File: src/hw/rtl/rtp_pkg.sv
// Package for the radix-40 text packer: constants, character map and types.
// Depends on nothing; imported by radix40_text_packer.
`default_nettype none

package rtp_pkg;

  // Geometry of the packed output
  localparam int unsigned MAX_WORDS = 63;
  localparam int unsigned LIMIT_MAX = 3 * MAX_WORDS;
  localparam int unsigned WORDS_W   = $clog2(MAX_WORDS + 1);

  // Field widths
  localparam int unsigned CHAR_W  = 16;
  localparam int unsigned WORD_W  = 16;
  localparam int unsigned LIMIT_W = 8;
  localparam int unsigned CODE_W  = 6;

  // Register reset and character constants
  localparam logic [LIMIT_W-1:0] CHAR_LIMIT_RST = LIMIT_W'(LIMIT_MAX);
  localparam logic [CHAR_W-1:0]  HIGH_MASK      = 16'hFF80;
  localparam logic [CODE_W-1:0]  RX_HYPHEN      = 6'd2;
  localparam logic [WORD_W-1:0]  WEIGHT_HI      = 16'd1600;
  localparam logic [WORD_W-1:0]  WEIGHT_MID     = 16'd40;

  // Divide by three for values below 256: (x * 171) >> 9
  localparam logic [7:0] DIV3_MUL   = 8'd171;
  localparam int unsigned DIV3_SHIFT = 9;

  typedef struct packed {
    logic              bad;
    logic [CODE_W-1:0] code;
  } rx_map_t;

  // Map one character code to its radix-40 code; flag anything outside the set
  function automatic rx_map_t map_char(input logic [CHAR_W-1:0] c);
    rx_map_t m;
    logic [6:0] lo;
    lo     = c[6:0];
    m.bad  = 1'b0;
    m.code = RX_HYPHEN;
    if ((c & HIGH_MASK) != '0) begin
      m.bad = 1'b1;
    end else if (lo == 7'h20) begin
      m.code = 6'd0;
    end else if (lo == 7'h2C) begin
      m.code = 6'd1;
    end else if (lo == 7'h2D) begin
      m.code = 6'd2;
    end else if (lo == 7'h2E) begin
      m.code = 6'd3;
    end else if (lo >= 7'h30 && lo <= 7'h39) begin
      m.code = CODE_W'(lo - 7'h30 + 7'd4);
    end else if (lo >= 7'h41 && lo <= 7'h5A) begin
      m.code = CODE_W'(lo - 7'h41 + 7'd14);
    end else if (lo >= 7'h61 && lo <= 7'h7A) begin
      m.code = CODE_W'(lo - 7'h61 + 7'd14);
    end else begin
      m.bad = 1'b1;
    end
    return m;
  endfunction

endpackage

`default_nettype wire

File: src/hw/rtl/radix40_text_packer.sv
// Radix-40 text packer top level: character map, word accumulation and
// end-of-string fill sequencing. Depends on rtp_pkg.
//
// One character is taken per cycle while in_ready is high and is folded into
// the current word in the same cycle; a full word other than the last of a
// string lands in the output register the cycle after its third character
// is accepted. The terminator (or a character past the limit) ends the
// string and produces ceil(limit/3) - words_already_sent results, at least
// one, one per cycle from the output register while out_ready is high;
// input is held off until the last fill result is loaded. Input and output
// are parted by the output register: a new character is accepted in the
// same cycle the previous result is taken. The user writes the character
// limit through the cfg port only while the block is idle; the block does
// not enforce this. It takes effect at once; values above 189 behave as 189.
`default_nettype none

module radix40_text_packer (
  input  wire                         clk,
  input  wire                         rst_n,
  // character input
  input  wire                         in_valid,
  output logic                        in_ready,
  input  wire  [rtp_pkg::CHAR_W-1:0]  in_char_code,
  // packed word output
  output logic                        out_valid,
  input  wire                         out_ready,
  output logic [rtp_pkg::WORD_W-1:0]  out_packed_word,
  output logic                        out_word_valid,
  output logic                        out_last_word,
  output logic                        out_status,
  // configuration
  input  wire                         cfg_valid,
  output logic                        cfg_ready,
  input  wire  [rtp_pkg::LIMIT_W-1:0] cfg_char_limit
);
  import rtp_pkg::*;

  // Registers
  logic [LIMIT_W-1:0] char_limit_r;
  logic [WORD_W-1:0]  acc_r,        acc_nxt;
  logic [1:0]         pos_r,        pos_nxt;
  logic [LIMIT_W-1:0] chars_r,      chars_nxt;
  logic [WORDS_W-1:0] words_r,      words_nxt;
  logic               illegal_r,    illegal_nxt;
  logic               skip_r,       skip_nxt;
  logic [WORDS_W-1:0] fill_cnt_r,   fill_cnt_nxt;
  logic               fill_stat_r,  fill_stat_nxt;
  logic               out_valid_r,  out_valid_nxt;
  logic [WORD_W-1:0]  out_word_r,   out_word_nxt;
  logic               out_wv_r,     out_wv_nxt;
  logic               out_last_r,   out_last_nxt;
  logic               out_stat_r,   out_stat_nxt;

  // Limit and word count
  logic [LIMIT_W-1:0] lim;
  logic [8:0]         lim_p2;
  logic [16:0]        div_prod;
  logic [WORDS_W-1:0] total;
  logic [WORDS_W-1:0] rem_raw;
  logic [WORDS_W-1:0] rem;

  // Character path
  logic               in_fire;
  logic               out_free;
  logic               fill_active;
  logic               too_long;
  logic               is_term;
  rx_map_t            mapped;
  logic [WORD_W-1:0]  base_acc;
  logic [1:0]         base_pos;
  logic [1:0]         pos_inc;
  logic [WORD_W-1:0]  term;
  logic [WORD_W-1:0]  acc_sum;
  logic               illegal_upd;
  logic               hold_final;
  logic               fin_stat;

  assign fill_active = (fill_cnt_r != '0);
  assign out_free    = !out_valid_r || out_ready;
  assign in_ready    = !fill_active && out_free;
  assign in_fire     = in_valid && in_ready;
  assign cfg_ready   = 1'b1;

  assign out_valid       = out_valid_r;
  assign out_packed_word = out_word_r;
  assign out_word_valid  = out_wv_r;
  assign out_last_word   = out_last_r;
  assign out_status      = out_stat_r;

  // Saturate the limit and count the words of a full string
  always_comb begin
    lim      = (char_limit_r > LIMIT_W'(LIMIT_MAX)) ? LIMIT_W'(LIMIT_MAX) : char_limit_r;
    lim_p2   = {1'b0, lim} + 9'd2;
    div_prod = lim_p2 * {1'b0, DIV3_MUL};
    total    = div_prod[DIV3_SHIFT +: WORDS_W];
    rem_raw  = (total > words_r) ? total - words_r : '0;
    rem      = (rem_raw == '0 && pos_r != 2'd0) ? WORDS_W'(1) : rem_raw;
  end

  // Map the character and fold it into the current word
  always_comb begin
    is_term     = (in_char_code == '0);
    too_long    = (chars_r >= lim);
    mapped      = map_char(in_char_code);
    illegal_upd = illegal_r || mapped.bad;
    base_acc    = (pos_r == 2'd3) ? '0 : acc_r;
    base_pos    = (pos_r == 2'd3) ? 2'd0 : pos_r;
    case (base_pos)
      2'd0:    term = WORD_W'(WORD_W'(mapped.code) * WEIGHT_HI);
      2'd1:    term = WORD_W'(WORD_W'(mapped.code) * WEIGHT_MID);
      default: term = WORD_W'(mapped.code);
    endcase
    acc_sum    = base_acc + term;
    pos_inc    = base_pos + 2'd1;
    hold_final = ({1'b0, words_r} + 7'd1) >= {1'b0, total};
    fin_stat   = is_term ? illegal_r : 1'b1;
  end

  // Next state: accept a character, or drain the fill words
  always_comb begin
    acc_nxt       = acc_r;
    pos_nxt       = pos_r;
    chars_nxt     = chars_r;
    words_nxt     = words_r;
    illegal_nxt   = illegal_r;
    skip_nxt      = skip_r;
    fill_cnt_nxt  = fill_cnt_r;
    fill_stat_nxt = fill_stat_r;
    out_valid_nxt = out_valid_r && !out_ready;
    out_word_nxt  = out_word_r;
    out_wv_nxt    = out_wv_r;
    out_last_nxt  = out_last_r;
    out_stat_nxt  = out_stat_r;

    if (in_fire) begin
      if (skip_r) begin
        // drop everything up to the terminator
        if (is_term) begin
          skip_nxt = 1'b0;
        end
      end else if (is_term || too_long) begin
        // end the string: pending word first, then zero fill words
        skip_nxt      = !is_term;
        out_valid_nxt = 1'b1;
        out_stat_nxt  = fin_stat;
        if (rem == '0) begin
          out_word_nxt = '0;
          out_wv_nxt   = 1'b0;
          out_last_nxt = 1'b1;
        end else begin
          out_word_nxt  = (pos_r != 2'd0) ? acc_r : '0;
          out_wv_nxt    = 1'b1;
          out_last_nxt  = (rem == WORDS_W'(1));
          fill_cnt_nxt  = rem - WORDS_W'(1);
          fill_stat_nxt = fin_stat;
        end
        acc_nxt     = '0;
        pos_nxt     = 2'd0;
        chars_nxt   = '0;
        words_nxt   = '0;
        illegal_nxt = 1'b0;
      end else begin
        illegal_nxt = illegal_upd;
        chars_nxt   = chars_r + LIMIT_W'(1);
        if (pos_inc == 2'd3 && !hold_final) begin
          out_valid_nxt = 1'b1;
          out_word_nxt  = acc_sum;
          out_wv_nxt    = 1'b1;
          out_last_nxt  = 1'b0;
          out_stat_nxt  = illegal_upd;
          words_nxt     = words_r + WORDS_W'(1);
          acc_nxt       = '0;
          pos_nxt       = 2'd0;
        end else begin
          acc_nxt = acc_sum;
          pos_nxt = pos_inc;
        end
      end
    end else if (fill_active && out_free) begin
      // advance the fill sequence by one zero word
      out_valid_nxt = 1'b1;
      out_word_nxt  = '0;
      out_wv_nxt    = 1'b1;
      out_last_nxt  = (fill_cnt_r == WORDS_W'(1));
      out_stat_nxt  = fill_stat_r;
      fill_cnt_nxt  = fill_cnt_r - WORDS_W'(1);
    end
  end

  // Control state
  always_ff @(posedge clk) begin
    if (!rst_n) begin
      char_limit_r <= CHAR_LIMIT_RST;
      acc_r        <= '0;
      pos_r        <= 2'd0;
      chars_r      <= '0;
      words_r      <= '0;
      illegal_r    <= 1'b0;
      skip_r       <= 1'b0;
      fill_cnt_r   <= '0;
      out_valid_r  <= 1'b0;
    end else begin
      if (cfg_valid && cfg_ready) begin
        char_limit_r <= cfg_char_limit;
      end
      acc_r       <= acc_nxt;
      pos_r       <= pos_nxt;
      chars_r     <= chars_nxt;
      words_r     <= words_nxt;
      illegal_r   <= illegal_nxt;
      skip_r      <= skip_nxt;
      fill_cnt_r  <= fill_cnt_nxt;
      out_valid_r <= out_valid_nxt;
    end
  end

  // Result payload
  always_ff @(posedge clk) begin
    fill_stat_r <= fill_stat_nxt;
    out_word_r  <= out_word_nxt;
    out_wv_r    <= out_wv_nxt;
    out_last_r  <= out_last_nxt;
    out_stat_r  <= out_stat_nxt;
  end

  // Checks
  a_fill_has_output: assert property (@(posedge clk) disable iff (!rst_n)
    fill_active |-> out_valid_r)
    else $error("fill sequence running with empty output register");

  a_skip_clean: assert property (@(posedge clk) disable iff (!rst_n)
    skip_r |-> (chars_r == '0 && pos_r == 2'd0 && words_r == '0))
    else $error("string state not cleared while skipping");

  a_empty_is_last: assert property (@(posedge clk) disable iff (!rst_n)
    (out_valid_r && !out_wv_r) |-> (out_last_r && out_word_r == '0))
    else $error("empty-string result not marked last");

  a_no_overwrite: assert property (@(posedge clk) disable iff (!rst_n)
    (out_valid_r && !out_ready) |=> (out_valid_r && $stable(out_word_r)
      && $stable(out_last_r)))
    else $error("stalled result overwritten");

endmodule

`default_nettype wire
File: config.mk
export PLATFORM = sky130hd
export DESIGN_NAME = radix40_text_packer
export DESIGN_NICKNAME = d
export VERILOG_FILES = /design/src/hw/rtl/rtp_pkg.sv /design/src/hw/rtl/radix40_text_packer.sv
export SDC_FILE = /design/constraint.sdc
export NUM_CORES = 1
export LEC_CHECK = 0
export BUFFER_PORTS_ARGS = -buffer_cell sky130_fd_sc_hd__clkbuf_2
export CORE_UTILIZATION = 40
export CTS_BUF_LIST = sky130_fd_sc_hd__clkbuf_8
export DETAILED_ROUTE_END_ITERATION = 8
export SETUP_SLACK_MARGIN = 0.02
export SYNTH_ARGS = -nofsm -noshare
export SYNTH_HDL_FRONTEND = slang
export SYNTH_SLANG_ARGS = --single-unit
File: constraint.sdc
create_clock -name clk -period 10.6 [get_ports clk]
set_input_delay 0.53 -clock clk [delete_from_list [all_inputs] [get_ports clk]]
set_output_delay 0.53 -clock clk [all_outputs]
set_load 0.01 [all_outputs]
==> impl_metrics.toml <==
[clock_tree]
ctsHoldBuffers = 0
cts_max_path_buffers = 2
cts_resized = 0
cts_tree = "yes"
cts_setup_buffers = 0
clkSinkCount = 69
worst_setup_hold_path_clk_slew_ns = 0.07
cts.root.buffer_cell = "sky130_fd_sc_hd__clkbuf_8"
tritoncts.num_buffers = 9
htreeDepth = 3
clock_insertion_delay_worst_skew_ns = 0.36

[synth]
synth_warnings = 0
synth-seq-area-share = 0.226
synth_mux_area_frac = 0.0116
synthXorXnorAreaFrac = 0.0726
synth_enable_flop_cells = 20
synth_async_sr_flop_share = 0
synth.avg_cell_area_sq_um = 8.64
synth_simple_gate_area_share = 0.176
synth_cell_types = 83
synthAdderAreaFrac = 0.264
ys.flop_type = "sky130_fd_sc_hd__dfxtp_1"
share_of_the_synthesized_area_in_compound_gates_ao_oa_aoi_oai = 0.186
synth_top_family_by_area = "adder cells"
ff_latch_count_synth = 69
cells_after_synthesis = 809
mappedNetlistArea_sq_um = 6990

[cells_and_area]
fillers = 1697
flow.area_growth_from_synthesis_pct = 9.20
layout-drive-gt1-share = 0.112
multi_input_comb_area_sq_um = 4990
layout.cells.non_filler = 1078
seq_area_sq_um = 1580
final_nets = 1019
finalInstanceArea_sq_um = 7640
post-route-util = 0.454
number_of_antenna_diodes = 0

[global_routing]
globalRouteTotalUtil = 0.183
grt_first_pass_wirelength_mm = 26.5
grt_start_max_net_pins = 28
grt_pass1_vias = 5514
grt_overflow = 0
number_of_antenna_violations_at_the_first_check_in_global_routing = 0

[run]
cap_violations = 0

[power]
total_chip_power_mw = 2.29
vdd.ir_drop.worst_mv = 0.230
power.density_nw_per_um2 = 300
leakagePower_nw = 3.66

[sta]
hold_viol_final = 0
layout_setup_ws_ns = 2.13
timing.final.crit_share = 0.799
finClkSkew_ns = 0.0131
achievable-frequency_mhz = 118
post_route_setup_tns_ns = 0
setup_viol = 0
worst_pin_slew_ns = 1.24
holdWs_ns = 0.388
post-route-min-period_ns = 8.47
maxSlewHeadroom = 0.167
slew_violations = 0
rsz_0062_raised_after_global_routing = "no"

[detailed_routing]
drc_errors = 0
vias_per_cell = 5.29
drt.antenna.violating_nets = 0
wl_per_cell_microns = 14.5
drt-total-wl_mm = 15.7
dr.pass1.iters = 5
vias_after_detailed_routing = 5708
drt_iter0_markers = 277

[critical_path]
crit_required_ns = 10.81
worst-path-max-fanout = 14
criticalPathCategory = "reg -> reg"
critical_path.most_common_cell = "sky130_fd_sc_hd__ha_1"
worst_path_cell_with_the_longest_stage_delay = "sky130_fd_sc_hd__nor3_2"
data_arrival_time_at_the_worst_slack_endpoint_ns = 8.68
max_stage_delay_ns = 0.91
setup.worst_path.start_class = "register"
setup.worst_path.end_class = "register"

[floorplan]
full_die_area_sq_um = 18000
die_w_microns = 134
initial_core_utilization = 0.416
design.portCount = 51
fp.dieH_microns = 134
core_region_area_sq_um = 16800
row_count = 47

[placed_design]
place_hpwl_mm = 12.2
numPortBuffers = 49
pre_cts_ws_ns = 2.17
dpl.cell_count = 1062
placedInstanceArea_sq_um = 7440
place.gp.congestion = 0.799

[min_path]
hold_path_class = "in -> reg"

[run_status]
status = "complete, no violations"
## placed cells by master (no fill, tap or decap), drive strengths merged, types with 9 or more instances in the layout
master / n
nand3: 28
nand2b: 12
xor2: 21
nor3: 10
inv: 85
a22oi: 14
and2: 9
xnor2: 37
ha: 119
edfxtp: 20
nand2: 52
a21oi: 49
o21ai: 32
clkbuf: 60
fa: 18
dfxtp: 49
a21o: 15
a22o: 14
nor2: 72
nor2b: 23
## critical path: cells and delay by family, from the launching register on
family	cells	cell delay, ns
flops	1	0.37
simple gates	8	2.15
xor+xnor	1	0.18
compound gates	12	2.62
fa+ha+maj	7	2.81
buf+inv	3	0.19
## layout make-up
cell class / count / share of cell area
Clock inverter: 5 / 0.00606
Sequential cell: 69 / 0.207
Clock buffer: 11 / 0.0198
Tap cell: 220 / 0.0360
Inverter: 83 / 0.0408
Timing Repair Buffer: 53 / 0.0360
Multi-Input combinational cell: 637 / 0.654
## metal layers
metal  track usage  wire length, microns  up-vias  share of wire
met1         0.244                  7680     2676           0.49
met2         0.309                  7350       75           0.47
met5             0                     0        -              0
met3        0.0287                   467       13          0.030
li1              -                     -     2944              -
met4        0.0406                   157        0          0.010
## report_power, final
part           switching [mW]  internal, mW  total (mW)
clock network           0.102         0.119       0.221
logic                   0.991         0.699        1.69
registers              0.0372         0.341       0.378
total                    1.13          1.16        2.29
## worst paths after layout
path,from,to,slack [ns],depth (start not counted)
setup / recovery,char_limit_r[1]$_SDFFE_PN0P_,out_packed_word[13]$_SDFFCE_PN0P_,2.13,31
hold / removal,cfg_char_limit[7],char_limit_r[7]$_SDFFE_PN1P_,0.39,3
setup reg to reg,char_limit_r[1]$_SDFFE_PN0P_,out_packed_word[13]$_SDFFCE_PN0P_,2.13,31
hold reg to reg,acc_r[4]$_SDFFE_PN0P_,acc_r[4]$_SDFFE_PN0P_,0.47,2
## cell usage after synthesis, drive strengths merged (14+ instances only)
cell	count	area share
a22o	14	0.018
ha	119	0.21
a22oi	14	0.017
nand3	28	0.020
fa	18	0.052
xor2	21	0.026
o21ai	32	0.025
nand2	52	0.028
nor2b	23	0.021
dfxtp	49	0.14
xnor2	37	0.046
inv	82	0.044
edfxtp	20	0.086
nor2	72	0.039
a21oi	49	0.036
a21o	15	0.016
## logic make-up after synthesis
group | count (synthesis)
DFF | 69
buffers and inverters | 106
AOI/OAI and AO/OA | 184
adders and majority gates | 137
xor gates and xnor gates | 58
muxes | 8
and+or+nand+nor | 245
other | 2
## registers in the layout, summed over array words and instances (netlist names)
signal,flops
out_status,1
out_word_valid,1
char_limit_r,8
illegal_r,1
fill_cnt_r,6
acc_r,16
pos_r,2
out_packed_word,16
words_r,6
fill_stat_r,1
out_last_word,1
out_valid,1
chars_r,8
skip_r,1
(Power assumes the default switching activity.)
